===== config.mk =====
export PLATFORM = sky130hd
export DESIGN_NAME = angle_unwrap_velocity_filter
export DESIGN_NICKNAME = d
export VERILOG_FILES = /design/src/hw/rtl/auvf_pkg.sv /design/src/hw/rtl/auvf_muldiv.sv /design/src/hw/rtl/angle_unwrap_velocity_filter.sv
export SDC_FILE = /design/constraint.sdc
export NUM_CORES = 2
export LEC_CHECK = 0
export BUFFER_PORTS_ARGS = -buffer_cell sky130_fd_sc_hd__buf_2
export CAP_MARGIN = 20
export CORE_UTILIZATION = 31
export DETAILED_ROUTE_END_ITERATION = 8
export SLEW_MARGIN = 20
export SYNTH_ARGS = -nofsm -noshare
export SYNTH_HDL_FRONTEND = slang
export SYNTH_SLANG_ARGS = --single-unit

===== constraint.sdc =====
create_clock -name clk -period 14.22 [get_ports clk]
set_input_delay 0 -clock clk [delete_from_list [all_inputs] [get_ports clk]]
set_output_delay 0 -clock clk [all_outputs]
set_load 0.005 [all_outputs]

===== src/hw/rtl/auvf_pkg.sv =====
// shared types and constants for the angle unwrap and velocity filter
`timescale 1ns / 1ps

package auvf_pkg;

    localparam int ACC_W     = 64;
    localparam int OPB_W     = 26;
    localparam int VAL_W     = 48;
    localparam int MUL_STEPS = 20;
    localparam int DIV_STEPS = 64;

    typedef struct packed {
        logic start;
        logic div;
    } auvf_cmd_t;

    typedef struct packed {
        logic busy;
        logic done;
    } auvf_sts_t;

    localparam logic [1:0] CFG_CPR    = 2'd0;
    localparam logic [1:0] CFG_INVERT = 2'd1;
    localparam logic [1:0] CFG_ALPHA  = 2'd2;
    localparam logic [1:0] CFG_UNITS  = 2'd3;

    localparam logic [1:0] UNITS_DEG = 2'd0;
    localparam logic [1:0] UNITS_RAD = 2'd1;
    localparam logic [1:0] UNITS_ROT = 2'd2;

    localparam logic [19:0] US_PER_S   = 20'd1000000;
    localparam logic [15:0] TWO_PI_Q13 = 16'd51472;

    localparam logic [12:0] CPR_RESET   = 13'd4096;
    localparam logic [16:0] ALPHA_UNITY = 17'h10000;

    localparam logic [VAL_W-1:0] MAX48  = 48'h7FFF_FFFF_FFFF;
    localparam logic [VAL_W-1:0] MIN48  = 48'h8000_0000_0000;

    // scale factor of a unit, counts per revolution divide it
    function automatic logic [15:0] unit_mult(input logic [1:0] units);
        logic [15:0] m;
        case (units)
            UNITS_DEG: m = 16'd360;
            UNITS_RAD: m = TWO_PI_Q13;
            UNITS_ROT: m = 16'd1;
            default:   m = 16'd0;
        endcase
        return m;
    endfunction

    function automatic logic [3:0] unit_shift(input logic [1:0] units);
        logic [3:0] s;
        case (units)
            UNITS_RAD: s = 4'd13;
            default:   s = 4'd0;
        endcase
        return s;
    endfunction

endpackage


===== src/hw/rtl/auvf_muldiv.sv =====
// shared iterative unit: shift-add multiply and restoring divide on one adder
`timescale 1ns / 1ps

module auvf_muldiv (
    input  logic                     clk,
    input  logic                     rst_n,
    input  auvf_pkg::auvf_cmd_t      cmd,
    input  logic [auvf_pkg::ACC_W-1:0] opa,
    input  logic [auvf_pkg::OPB_W-1:0] opb,
    input  logic [auvf_pkg::ACC_W-1:0] opc,
    output auvf_pkg::auvf_sts_t      sts,
    output logic [auvf_pkg::ACC_W-1:0] result
);
    import auvf_pkg::*;

    localparam logic [5:0] MUL_LAST = 6'(MUL_STEPS - 1);
    localparam logic [5:0] DIV_LAST = 6'(DIV_STEPS - 1);

    logic             busy_reg;
    logic             done_reg;
    logic             div_reg;
    logic [5:0]       cnt_reg;
    logic [ACC_W-1:0] acc_reg;
    logic [ACC_W-1:0] mcand_reg;
    logic [OPB_W-1:0] b_reg;
    logic [OPB_W-1:0] rem_reg;

    logic [OPB_W:0]   rem_sh;
    logic [ACC_W:0]   add_x;
    logic [ACC_W:0]   add_y;
    logic [ACC_W:0]   add_sum;

    // divide: remainder minus divisor, bit 64 set means it went negative
    assign rem_sh  = {rem_reg, acc_reg[ACC_W-1]};
    assign add_x   = div_reg ? (ACC_W + 1)'(rem_sh) : {1'b0, acc_reg};
    assign add_y   = div_reg ? ~((ACC_W + 1)'(b_reg)) : {1'b0, mcand_reg};
    assign add_sum = add_x + add_y + (ACC_W + 1)'(div_reg);

    always_ff @(posedge clk or negedge rst_n)
    begin
        if (!rst_n)
        begin
            busy_reg <= 1'b0;
            done_reg <= 1'b0;
            div_reg  <= 1'b0;
            cnt_reg  <= '0;
        end
        else
        begin
            done_reg <= 1'b0;
            if (cmd.start)
            begin
                busy_reg <= 1'b1;
                div_reg  <= cmd.div;
                cnt_reg  <= cmd.div ? DIV_LAST : MUL_LAST;
            end
            else if (busy_reg)
            begin
                cnt_reg <= cnt_reg - 6'd1;
                if (cnt_reg == '0)
                begin
                    busy_reg <= 1'b0;
                    done_reg <= 1'b1;
                end
            end
        end
    end

    always_ff @(posedge clk)
    begin
        if (cmd.start)
        begin
            acc_reg   <= cmd.div ? opa : opc;
            mcand_reg <= opa;
            b_reg     <= opb;
            rem_reg   <= '0;
        end
        else if (busy_reg)
        begin
            if (div_reg)
            begin
                if (!add_sum[ACC_W])
                begin
                    rem_reg <= add_sum[OPB_W-1:0];
                    acc_reg <= {acc_reg[ACC_W-2:0], 1'b1};
                end
                else
                begin
                    rem_reg <= rem_sh[OPB_W-1:0];
                    acc_reg <= {acc_reg[ACC_W-2:0], 1'b0};
                end
            end
            else
            begin
                if (b_reg[0])
                begin
                    acc_reg <= add_sum[ACC_W-1:0];
                end
                mcand_reg <= {mcand_reg[ACC_W-2:0], 1'b0};
                b_reg     <= {1'b0, b_reg[OPB_W-1:1]};
            end
        end
    end

    assign sts    = '{busy: busy_reg, done: done_reg};
    assign result = acc_reg;

endmodule


===== src/hw/rtl/angle_unwrap_velocity_filter.sv =====
// top level: angle unwrap, turn count, smoothed velocity and unit conversion
// flow: one item at a time; the input is stalled until the block is idle again;
// the 64-step divider runs three times per sample item, beside the 20-step multiplier
// reset: configuration to its defaults, angle, turn count and velocity to zero
`timescale 1ns / 1ps

module angle_unwrap_velocity_filter #(
    parameter int ANGLE_BITS = 12
) (
    input  logic                  clk,
    input  logic                  rst_n,
    input  logic                  in_valid,
    output logic                  in_stall,
    input  logic                  mode,
    input  logic [ANGLE_BITS-1:0] raw_angle,
    input  logic [19:0]           interval_us,
    output logic                  out_valid,
    input  logic                  out_stall,
    output logic signed [47:0]    angle_value,
    output logic signed [47:0]    velocity_value,
    output logic                  count_saturated,
    input  logic                  cfg_write,
    input  logic [1:0]            cfg_index,
    input  logic [16:0]           cfg_data
);
    import auvf_pkg::*;

    localparam logic [4:0] S_IDLE = 5'd0;
    localparam logic [4:0] S_STEP = 5'd1;
    localparam logic [4:0] S_TURN = 5'd2;
    localparam logic [4:0] S_M1L  = 5'd3;
    localparam logic [4:0] S_M1W  = 5'd4;
    localparam logic [4:0] S_D1L  = 5'd5;
    localparam logic [4:0] S_D1W  = 5'd6;
    localparam logic [4:0] S_INST = 5'd7;
    localparam logic [4:0] S_DIFF = 5'd8;
    localparam logic [4:0] S_EABS = 5'd9;
    localparam logic [4:0] S_EML  = 5'd10;
    localparam logic [4:0] S_EMW  = 5'd11;
    localparam logic [4:0] S_EMA  = 5'd12;
    localparam logic [4:0] S_CABS = 5'd13;
    localparam logic [4:0] S_CML  = 5'd14;
    localparam logic [4:0] S_CMW  = 5'd15;
    localparam logic [4:0] S_CDL  = 5'd16;
    localparam logic [4:0] S_CDW  = 5'd17;
    localparam logic [4:0] S_CNEG = 5'd18;
    localparam logic [4:0] S_OUT  = 5'd19;

    logic [4:0]             state_reg;

    logic [12:0]            cpr_reg;
    logic                   invert_reg;
    logic [16:0]            alpha_reg;
    logic [1:0]             units_reg;

    logic [ANGLE_BITS-1:0]  prev_reg;
    logic signed [31:0]     tc_reg;
    logic signed [47:0]     vel_reg;
    logic                   flag_reg;
    logic                   sel_reg;

    logic [ANGLE_BITS-1:0]  raw_in_reg;
    logic [19:0]            dt_reg;
    logic signed [17:0]     d_reg;
    logic [16:0]            dabs_reg;
    logic                   delta_neg_reg;
    logic [47:0]            q_mag_reg;
    logic                   q_neg_reg;
    logic signed [47:0]     inst_reg;
    logic signed [48:0]     diff_reg;
    logic                   diff_neg_reg;
    logic [47:0]            step_reg;
    logic                   xneg_reg;
    logic [47:0]            angle_res_reg;
    logic [47:0]            vel_res_reg;

    logic                   out_valid_reg;
    logic [47:0]            angle_out_reg;
    logic [47:0]            vel_out_reg;
    logic                   sat_out_reg;

    logic [ACC_W-1:0]       opa_reg;
    logic [OPB_W-1:0]       opb_reg;
    logic [ACC_W-1:0]       opc_reg;

    auvf_cmd_t              cmd;
    auvf_sts_t              sts;
    logic [ACC_W-1:0]       unit_result;

    logic                   in_accept;
    logic                   out_free;

    logic [12:0]            cpr_used;
    logic [16:0]            alpha_used;
    logic [OPB_W-1:0]       den;

    logic [15:0]            wrap_diff;
    logic signed [17:0]     d_ext;
    logic signed [17:0]     cpr_s;
    logic signed [17:0]     half_s;
    logic signed [17:0]     fold_a;
    logic signed [17:0]     fold_b;
    logic [16:0]            fold_abs;

    logic signed [33:0]     turn_sum;
    logic                   turn_ovf;
    logic                   sat_hi;
    logic                   sat_lo;
    logic [31:0]            room_hi;
    logic [31:0]            room_lo;
    logic [16:0]            delta_mag;

    logic [48:0]            diff_abs;
    logic signed [49:0]     vsum;
    logic [31:0]            tc_abs;
    logic [47:0]            vel_abs;
    logic [47:0]            x_abs;
    logic                   x_neg;
    logic [47:0]            conv_res;

    function automatic logic [47:0] clamp_mag(input logic [ACC_W-1:0] q,
                                              input logic allow_min);
        logic [47:0] lim;
        lim = allow_min ? MIN48 : MAX48;
        return (q > ACC_W'(lim)) ? lim : q[47:0];
    endfunction

    assign in_stall  = (state_reg != S_IDLE);
    assign in_accept = in_valid && !in_stall;
    assign out_free  = !out_valid_reg || !out_stall;

    assign cpr_used   = (cpr_reg < 13'd2) ? 13'd2 : cpr_reg;
    assign alpha_used = (alpha_reg > ALPHA_UNITY) ? ALPHA_UNITY : alpha_reg;
    assign den        = OPB_W'(cpr_used) << unit_shift(units_reg);

    // step folded once by a revolution toward zero
    assign wrap_diff = 16'(raw_in_reg) - 16'(prev_reg);
    assign d_ext     = 18'(signed'(wrap_diff));
    assign cpr_s     = signed'(18'(cpr_used));
    assign half_s    = signed'(18'(cpr_used >> 1));
    assign fold_a    = (d_ext > half_s) ? d_ext - cpr_s : d_ext;
    assign fold_b    = (fold_a < -half_s) ? fold_a + cpr_s : fold_a;
    assign fold_abs  = fold_b[17] ? 17'(-fold_b) : 17'(fold_b);

    // turn count with saturation; the applied change is what drives velocity
    assign turn_sum  = 34'(tc_reg) + 34'(d_reg);
    assign turn_ovf  = (turn_sum[33:31] != 3'b000) && (turn_sum[33:31] != 3'b111);
    assign sat_hi    = turn_ovf && !turn_sum[33];
    assign sat_lo    = turn_ovf && turn_sum[33];
    assign room_hi   = 32'h7FFF_FFFF - 32'(tc_reg);
    assign room_lo   = 32'(tc_reg) - 32'h8000_0000;
    assign delta_mag = sat_hi ? 17'(room_hi) : (sat_lo ? 17'(room_lo) : dabs_reg);

    assign diff_abs = diff_reg[48] ? 49'(-diff_reg) : 49'(diff_reg);
    assign vsum     = diff_neg_reg ? 50'(vel_reg) - signed'(50'(step_reg))
                                   : 50'(vel_reg) + signed'(50'(step_reg));

    assign tc_abs   = tc_reg[31] ? 32'(-tc_reg) : 32'(tc_reg);
    assign vel_abs  = vel_reg[47] ? 48'(-vel_reg) : 48'(vel_reg);
    assign x_abs    = sel_reg ? vel_abs : {tc_abs, 16'b0};
    assign x_neg    = sel_reg ? vel_reg[47] : tc_reg[31];
    assign conv_res = q_neg_reg ? 48'(-q_mag_reg) : q_mag_reg;

    assign cmd.start = (state_reg == S_M1L) || (state_reg == S_D1L) ||
                       (state_reg == S_EML) || (state_reg == S_CML) ||
                       (state_reg == S_CDL);
    assign cmd.div   = (state_reg == S_D1L) || (state_reg == S_CDL);

    auvf_muldiv u_muldiv (
        .clk    (clk),
        .rst_n  (rst_n),
        .cmd    (cmd),
        .opa    (opa_reg),
        .opb    (opb_reg),
        .opc    (opc_reg),
        .sts    (sts),
        .result (unit_result)
    );

    always_ff @(posedge clk or negedge rst_n)
    begin
        if (!rst_n)
        begin
            cpr_reg    <= CPR_RESET;
            invert_reg <= 1'b0;
            alpha_reg  <= ALPHA_UNITY;
            units_reg  <= UNITS_DEG;
        end
        else if (cfg_write)
        begin
            case (cfg_index)
                CFG_CPR:    cpr_reg    <= cfg_data[12:0];
                CFG_INVERT: invert_reg <= cfg_data[0];
                CFG_ALPHA:  alpha_reg  <= cfg_data;
                CFG_UNITS:  units_reg  <= cfg_data[1:0];
                default:    cpr_reg    <= cpr_reg;
            endcase
        end
    end

    always_ff @(posedge clk or negedge rst_n)
    begin
        if (!rst_n)
        begin
            state_reg     <= S_IDLE;
            prev_reg      <= '0;
            tc_reg        <= '0;
            vel_reg       <= '0;
            flag_reg      <= 1'b0;
            sel_reg       <= 1'b0;
            out_valid_reg <= 1'b0;
        end
        else
        begin
            // in S_OUT the output register is either reloaded or still held
            if (out_valid_reg && !out_stall && (state_reg != S_OUT))
            begin
                out_valid_reg <= 1'b0;
            end
            case (state_reg)
                S_IDLE:
                begin
                    if (in_accept)
                    begin
                        flag_reg <= 1'b0;
                        sel_reg  <= 1'b0;
                        if (mode)
                        begin
                            prev_reg  <= raw_angle;
                            tc_reg    <= '0;
                            vel_reg   <= '0;
                            state_reg <= S_CABS;
                        end
                        else if (interval_us == '0)
                        begin
                            state_reg <= S_CABS;
                        end
                        else
                        begin
                            state_reg <= S_STEP;
                        end
                    end
                end
                S_STEP:
                begin
                    prev_reg  <= raw_in_reg;
                    state_reg <= S_TURN;
                end
                S_TURN:
                begin
                    flag_reg <= turn_ovf;
                    if (sat_hi)
                    begin
                        tc_reg <= 32'sh7FFF_FFFF;
                    end
                    else if (sat_lo)
                    begin
                        tc_reg <= signed'(32'h8000_0000);
                    end
                    else
                    begin
                        tc_reg <= turn_sum[31:0];
                    end
                    state_reg <= S_M1L;
                end
                S_M1L:   state_reg <= S_M1W;
                S_M1W:
                begin
                    if (sts.done)
                    begin
                        state_reg <= S_D1L;
                    end
                end
                S_D1L:   state_reg <= S_D1W;
                S_D1W:
                begin
                    if (sts.done)
                    begin
                        state_reg <= S_INST;
                    end
                end
                S_INST:  state_reg <= S_DIFF;
                S_DIFF:  state_reg <= S_EABS;
                S_EABS:  state_reg <= S_EML;
                S_EML:   state_reg <= S_EMW;
                S_EMW:
                begin
                    if (sts.done)
                    begin
                        state_reg <= S_EMA;
                    end
                end
                S_EMA:
                begin
                    if (vsum[49:47] != 3'b000 && vsum[49:47] != 3'b111)
                    begin
                        vel_reg <= vsum[49] ? signed'(MIN48) : signed'(MAX48);
                    end
                    else
                    begin
                        vel_reg <= vsum[47:0];
                    end
                    sel_reg   <= 1'b0;
                    state_reg <= S_CABS;
                end
                S_CABS:
                begin
                    // unknown units report zero without a conversion pass
                    state_reg <= (units_reg == UNITS_DEG || units_reg == UNITS_RAD ||
                                  units_reg == UNITS_ROT) ? S_CML : S_CNEG;
                end
                S_CML:   state_reg <= S_CMW;
                S_CMW:
                begin
                    if (sts.done)
                    begin
                        state_reg <= S_CDL;
                    end
                end
                S_CDL:   state_reg <= S_CDW;
                S_CDW:
                begin
                    if (sts.done)
                    begin
                        state_reg <= S_CNEG;
                    end
                end
                S_CNEG:
                begin
                    if (!sel_reg)
                    begin
                        sel_reg   <= 1'b1;
                        state_reg <= S_CABS;
                    end
                    else
                    begin
                        state_reg <= S_OUT;
                    end
                end
                S_OUT:
                begin
                    if (out_free)
                    begin
                        out_valid_reg <= 1'b1;
                        state_reg     <= S_IDLE;
                    end
                end
                default: state_reg <= S_IDLE;
            endcase
        end
    end

    always_ff @(posedge clk)
    begin
        case (state_reg)
            S_IDLE:
            begin
                raw_in_reg <= raw_angle;
                dt_reg     <= interval_us;
            end
            S_STEP:
            begin
                d_reg    <= fold_b;
                dabs_reg <= fold_abs;
            end
            S_TURN:
            begin
                delta_neg_reg <= sat_lo || (!sat_hi && d_reg[17]);
                opa_reg       <= ACC_W'({delta_mag, 16'b0});
                opb_reg       <= OPB_W'(US_PER_S);
                opc_reg       <= ACC_W'(dt_reg >> 1);
            end
            S_M1W:
            begin
                if (sts.done)
                begin
                    opa_reg <= unit_result;
                    opb_reg <= OPB_W'(dt_reg);
                end
            end
            S_D1W:
            begin
                if (sts.done)
                begin
                    q_mag_reg <= clamp_mag(unit_result, delta_neg_reg);
                    q_neg_reg <= delta_neg_reg;
                end
            end
            S_INST:
            begin
                inst_reg <= q_neg_reg ? signed'(48'(-q_mag_reg)) : signed'(q_mag_reg);
            end
            S_DIFF:
            begin
                diff_reg <= 49'(inst_reg) - 49'(vel_reg);
            end
            S_EABS:
            begin
                // rounding half is preloaded into the accumulator
                diff_neg_reg <= diff_reg[48];
                opa_reg      <= ACC_W'(diff_abs);
                opb_reg      <= OPB_W'(alpha_used);
                opc_reg      <= ACC_W'(32768);
            end
            S_EMW:
            begin
                if (sts.done)
                begin
                    step_reg <= unit_result[63:16];
                end
            end
            S_CABS:
            begin
                xneg_reg  <= x_neg;
                opa_reg   <= ACC_W'(x_abs);
                opb_reg   <= OPB_W'(unit_mult(units_reg));
                opc_reg   <= ACC_W'(den >> 1);
                q_mag_reg <= '0;
                q_neg_reg <= 1'b0;
            end
            S_CMW:
            begin
                if (sts.done)
                begin
                    opa_reg <= unit_result;
                    opb_reg <= den;
                end
            end
            S_CDW:
            begin
                if (sts.done)
                begin
                    q_mag_reg <= clamp_mag(unit_result, xneg_reg && !invert_reg);
                    q_neg_reg <= xneg_reg ^ invert_reg;
                end
            end
            S_CNEG:
            begin
                if (!sel_reg)
                begin
                    angle_res_reg <= conv_res;
                end
                else
                begin
                    vel_res_reg <= conv_res;
                end
            end
            S_OUT:
            begin
                if (out_free)
                begin
                    angle_out_reg <= angle_res_reg;
                    vel_out_reg   <= vel_res_reg;
                    sat_out_reg   <= flag_reg;
                end
            end
            default:
            begin
                dt_reg <= dt_reg;
            end
        endcase
    end

    assign out_valid       = out_valid_reg;
    assign angle_value     = signed'(angle_out_reg);
    assign velocity_value  = signed'(vel_out_reg);
    assign count_saturated = sat_out_reg;

endmodule


# Word-level counts from Yosys, hierarchy flattened
# Cells that the tools add are included.
[word_totals] register_bits=933 latchBits=0 ramBits=0 mem_bits_ro=0 mem_count=0
[op_classes] n_addsub=18 multipliers=0 n_div=0 magnitude_cmp=6 eq_ne=37 n_shift=1 mux=87 bitwise_logic=3 n_reduce_logical=63
[ops] op="$mux W64" n=10
[ops] op="$mux W48" n=13
[ops] op="$pmux W64 S4" n=1
[ops] op="$pmux W64 S3" n=1
[ops] op="$mux W32" n=5
[ops] op="$mux W26" n=6
[ops] op="$pmux W48 S3" n=1
[ops] op="$pmux W26 S5" n=1
[ops] op="$gt A64 B48 Y1" n=2
[ops] op="$pmux W5 S20" n=1
[ops] op="$neg A48 Y48" n=2
[ops] op="$pmux W48 S2" n=1
[ops] op="$mux W17" n=4
[ops] op="$add A65 B1 Y65" n=1
[ops] op="$add A65 B65 Y65" n=1
[ops] op="$mux W65" n=1
[ops] op="$not A26 Y65" n=1
[ops] op="$pmux W32 S2" n=1
[ops] op="$add A48 B49 Y50" n=1
[ops] op="$mux W50" n=1
[ops] op="$sub A48 B49 Y50" n=1
[ops] op="$mux W49" n=1
[ops] op="$neg A49 Y49" n=1
[ops] op="$sub A48 B48 Y49" n=1
[ops] op="other kinds (54)" n=156

# Longest topological paths before layout
[depth] ltp_word=8 ltp_mapped=39 depth_no_buf=35

# Cells and area by module
# A second synthesis with hierarchy kept.
[unflattened] hier_cells=5463 hier_area_um2=56173.9
[by_module_without_submodules] module="angle_unwrap_velocity_filter" instances=1 cells_each=3971 area_each_um2=42019.0 seq_area_each_um2=20477.1
[by_module_without_submodules] module="auvf_muldiv" instances=1 cells_each=1492 area_each_um2=14154.8 seq_area_each_um2=5370.2

# Worst setup path after synthesis
# No wires, ideal clock.
[synth_timing] kind="reg-to-reg" start="reg state_reg[3]" end="reg angle_out_reg[0], in the netlist angle_value[0] (enable)" setup_ns=0.692 arrival_time_ns=8.031 setup_slack_ns=5.497 stages_incl_launch_ff=5 synth_period_minus_slack_ns=8.723 path_cell_list="dfrtp_1 > clkbuf_1 > nor2_1 > nand2_1 > nor3b_1"
[synth_via] elab_chain_len=2
[synth_lines] element="start: declaration" line_no="angle_unwrap_velocity_filter.sv:49" source="logic [4:0] state_reg;"
[synth_lines] element="start signal: assignment" line_no="angle_unwrap_velocity_filter.sv:309" source="state_reg <= (units_reg == UNITS_DEG || units_reg == UNITS_RAD ||"
[synth_lines] element="$eq A5 B5 Y1" line_no="angle_unwrap_velocity_filter.sv:355" source="case (state_reg)"
[synth_lines] element="$reduce_and A2 Y1 (no line)"
[synth_lines] element="end signal: assignment" line_no="angle_unwrap_velocity_filter.sv:452" source="angle_out_reg <= angle_res_reg;"
[synth_lines] element="end: declaration" line_no="angle_unwrap_velocity_filter.sv:78" source="logic [47:0] angle_out_reg;"
# No other way between the ends.
# A chain may end at the register's enable or synchronous reset.

# Worst setup path in the final report
[layout_timing] start="reg cpr_reg[5]" end="reg dabs_reg[13], data pin"
[layout_via] elab_chain_len=8
[layout_lines] element="start: declaration" line_no="angle_unwrap_velocity_filter.sv:51" source="logic [12:0] cpr_reg;"
[layout_lines] element="start signal: assignment" line_no="angle_unwrap_velocity_filter.sv:192" source="CFG_CPR: cpr_reg <= cfg_data[12:0];"
[layout_lines] element="start signal: assignment" line_no="angle_unwrap_velocity_filter.sv:196" source="default: cpr_reg <= cpr_reg;"
[layout_lines] element="$lt A13 B2 Y1" line_no="angle_unwrap_velocity_filter.sv:132" source="assign cpr_used = (cpr_reg < 13'd2) ? 13'd2 : cpr_reg;"
[layout_lines] element="$mux W13 *" line_no="angle_unwrap_velocity_filter.sv:132"
[layout_lines] element="$sub A13 B14 Y15 / $gt A13 B13 Y1 (equally long branches)" line_no="angle_unwrap_velocity_filter.sv:141" source="assign fold_a = (d_ext > half_s) ? d_ext - cpr_s : d_ext;"
[layout_lines] element="$mux W18" line_no="angle_unwrap_velocity_filter.sv:141"
[layout_lines] element="$add A18 B14 Y18 / $lt A18 B18 Y1 (equally long branches)" line_no="angle_unwrap_velocity_filter.sv:142" source="assign fold_b = (fold_a < -half_s) ? fold_a + cpr_s : fold_a;"
[layout_lines] element="$mux W18 *" line_no="angle_unwrap_velocity_filter.sv:142"
[layout_lines] element="named net fold_b[9]" line_no="angle_unwrap_velocity_filter.sv:102" source="logic signed [17:0] fold_b;"
[layout_lines] element="$neg A17 Y17 *" line_no="angle_unwrap_velocity_filter.sv:143" source="assign fold_abs = fold_b[17] ? 17'(-fold_b) : 17'(fold_b);"
[layout_lines] element="$mux W17 *" line_no="angle_unwrap_velocity_filter.sv:143"
[layout_lines] element="named net fold_abs[13]" line_no="angle_unwrap_velocity_filter.sv:103" source="logic [16:0] fold_abs;"
[layout_lines] element="end signal: assignment" line_no="angle_unwrap_velocity_filter.sv:364" source="dabs_reg <= fold_abs;"
[layout_lines] element="end: declaration" line_no="angle_unwrap_velocity_filter.sv:65" source="logic [16:0] dabs_reg;"
# The timed path passes the listed nets; every way through them passes the cells marked *.

==> results by group <==
Floorplan
  – Initial Utilization: 31.3%
  – Rows: 153
  – Die area: 178000 µm²
  – Die Y: 422 µm
  – Core area: 175000 µm²
  – Io pins: 156
  – Die Width: 422 µm

Drt
  – Max layer used: met4
  – Routed wire length: 169000 µm
  – Routed WL per cell: 21.3 µm
  – Final ANT Viol Nets: 0
  – DRC errors left: 0
  – Vias per cell: 5.38
  – Metal2 WL: 77400 µm
  – Vias: 42700
  – Initial DRC count: 4269
  – Drt pass-1 iters: 8
  – Met3 WL post-DR: 10400 µm
  – Routed length on met1: 75700 µm

Worst setup path
  – Worst R2R Setup Slack: 6.22 ns
  – Critical path arrival: 8.47 ns
  – Slowest stage cell, crit path: a2111oi_0
  – Critical Path Max Stage Delay: 0.68 ns
  – Most frequent CP cell: a21o_1
  – CP max FO: 26
  – CP Data Required Time: 14.69 ns
  – Crit end category: flop
  – WS Path Type: flop to flop
  – Critical path launch point type: flop

GRT
  – Total gr overflow: 0
  – First-pass GRT wire length: 254000 µm
  – Largest net degree at the start of global routing: 96
  – Total GRT Usage: 18.4%
  – Vias in the first global route: 40800
  – Initial antenna violation count: 3

Logic synthesis
  – Synthesis warning total: 0
  – Top_reg_cell synth: edfxtp_1
  – Top post-synthesis cells by count: edfxtp_1, nand2_1, a21oi_1, ha_1, nor2_1
  – Flops & latches, synth: 893
  – Post-Syn Area per Cell: 10.2 µm²
  – Post-synth EDFFs: 725
  – Ys async rst share: 15.9%
  – Area share of the largest cell type after synthesis: 39.8%
  – Unique masters post-synth: 96
  – Top cells by area, synth: edfxtp_1, ha_1, dfrtp_1
  – Post-synth top area cell: edfxtp_1
  – Syn Inst Count: 5351
  – Register area share after synthesis: 47.2%
  – Synthesized cell area: 54700 µm²
  – Most numerous cell in the Yosys netlist: edfxtp_1

STA
  – Worst Skew: 0.0497 ns
  – Final setup margin: 6.22 ns
  – Minimum clock period: 8.00 ns
  – Final setup TNS: 0 ns
  – Relative slew slack: 21.4%
  – Final Cycle Share: 56.2%
  – RSZ-0062 raised after global routing: no
  – Max Clk Rate: 125 MHz
  – Max-slew violations: 0
  – Hold Violations, Final: 0
  – Final setup fails: 0
  – Worst slew pin tran: 1.18 ns

Power and ir drop
  – LEAKAGE: 25.1 nW
  – P per Cell Area: 94.4 nW/µm²
  – Max VDD drop: 0.0821 mV

Place
  – Count of input and output buffers: 155
  – Routability-driven placement congestion ratio: 0.945
  – DP Wirelength: 123000 µm
  – Worst slack at placement: 6.33 ns

Clock network
  – Post-CTS Resized: 0
  – Clock latency on the worst-skew pair: 0.75 ns
  – CTS Buffer Depth: 3
  – Root Buffer: clkbuf_16
  – Clock H-tree levels: 3
  – Cts bufs inserted: 99
  – CTS tree: built
  – Clock sink count: 893
  – Worst-path clk slew: 0.06 ns

Cells and area
  – Share of cells above drive strength 1: 10.2%
  – P&R area growth vs syn: 14.7%
  – Final net count: 5967

Job
  – Max-cap violations: 0

Min path
  – Hold Crit Class: input port to flop

Status
  – Status: complete, no violations
## placed cells by master, fill, tap and decap left out, types with 59 or more instances in the layout
cell / netlist / routed
a21o_1: 228 / 227
a21oi_1: 385 / 383
buf_2: 5 / 154
buf_4: 0 / 59
clkbuf_16: 0 / 103
dfrtp_1: 140 / 138
dlygate4sd3_1: 0 / 104
edfxtp_1: 725 / 725
ha_1: 366 / 365
inv_1: 192 / 192
mux2_2: 67 / 67
nand2_1: 625 / 624
nor2_1: 335 / 332
nor2b_1: 82 / 82
nor3_1: 88 / 85
o21ai_0: 326 / 323
or2_2: 68 / 68
xnor2_1: 292 / 292
xor2_1: 152 / 152
## worst max-delay path: cells and delay by family, from the launching register on
kind | cells | cell delay (ns)
xor+xnor | 2 | 0.22
mux | 2 | 0.64
flops | 1 | 0.56
simple gates | 4 | 1.26
buf+inv | 2 | 0.45
compound gates | 17 | 3.83
fa+ha+maj | 2 | 0.76
## worst paths after layout
check	to	depth (start not counted)	from
setup / recovery	dabs_reg[13]	29	cpr_reg[5]
hold / removal	alpha_reg[13]	3	cfg_data[13]
setup reg to reg	dabs_reg[13]	29	cpr_reg[5]
hold reg to reg	velocity_value[33]	0	vel_res_reg[33]
max in group asynchronous	vel_reg[0]	4	rst_n
min in group asynchronous	tc_reg[27]	4	rst_n
## cell type report
class / count / area, µm²
clock buffers: 118 / 2650
clock inverters: 68 / 868
repair buffers: 320 / 2310
flip-flops and latches: 893 / 25900
well taps: 2325 / 2910
fillers: 17300 / 112000
multi-input cells: 4029 / 27400
inverters: 193 / 724
diodes: 2 / 5.00
## through the flow
step           area (µm²)  hold WS [ns]  power [mW]  instances  util [%]
6_report            62800        0.0636        5.93       7948      36.0
5_1_grt             62800        0.0407        6.11       7948      36.0
4_1_cts             62700       0.00143        5.98       7945      35.9
3_5_place_dp        58100       -0.0380        3.16       7654      33.3
3_3_place_gp        58100       -0.0392        3.16       7654      33.3
2_1_floorplan       54700        -0.296        3.08       5354         -
## report_power, final
group / internal (mW) / switching (mW) / leakage, nW
clock network: 1.64 / 1.15 / 1.70
logic: 0.131 / 0.158 / 15.0
registers: 2.82 / 0.0310 / 8.46
## logic make-up after synthesis
| family | count (synthesis) | share of synthesized area [%] |
|---|---|---|
| flip-flops | 893 | 47.2 |
| XOR/XNOR | 444 | 7.11 |
| AO/OA/AOI/OAI | 1540 | 18.5 |
| adder cells (fa/ha/maj) | 375 | 8.68 |
| buffers and inverters | 432 | 2.99 |
| other | 1 | 0.00685 |
| AND/OR/NAND/NOR | 1565 | 13.4 |
| multiplexers | 101 | 2.03 |
## layer usage
layer	track usage (%)	vias to the layer above
met5	0	-
met4	6.44	0
met3	2.19	267
met2	29.9	1459
met1	25.3	20800
li1	-	20200
## timing repair
item                      CTS  global route
setup buffers               0             0
hold endpoints to repair  221             0
hold buffers              105             0
Power figures use the tool's default switching activity.
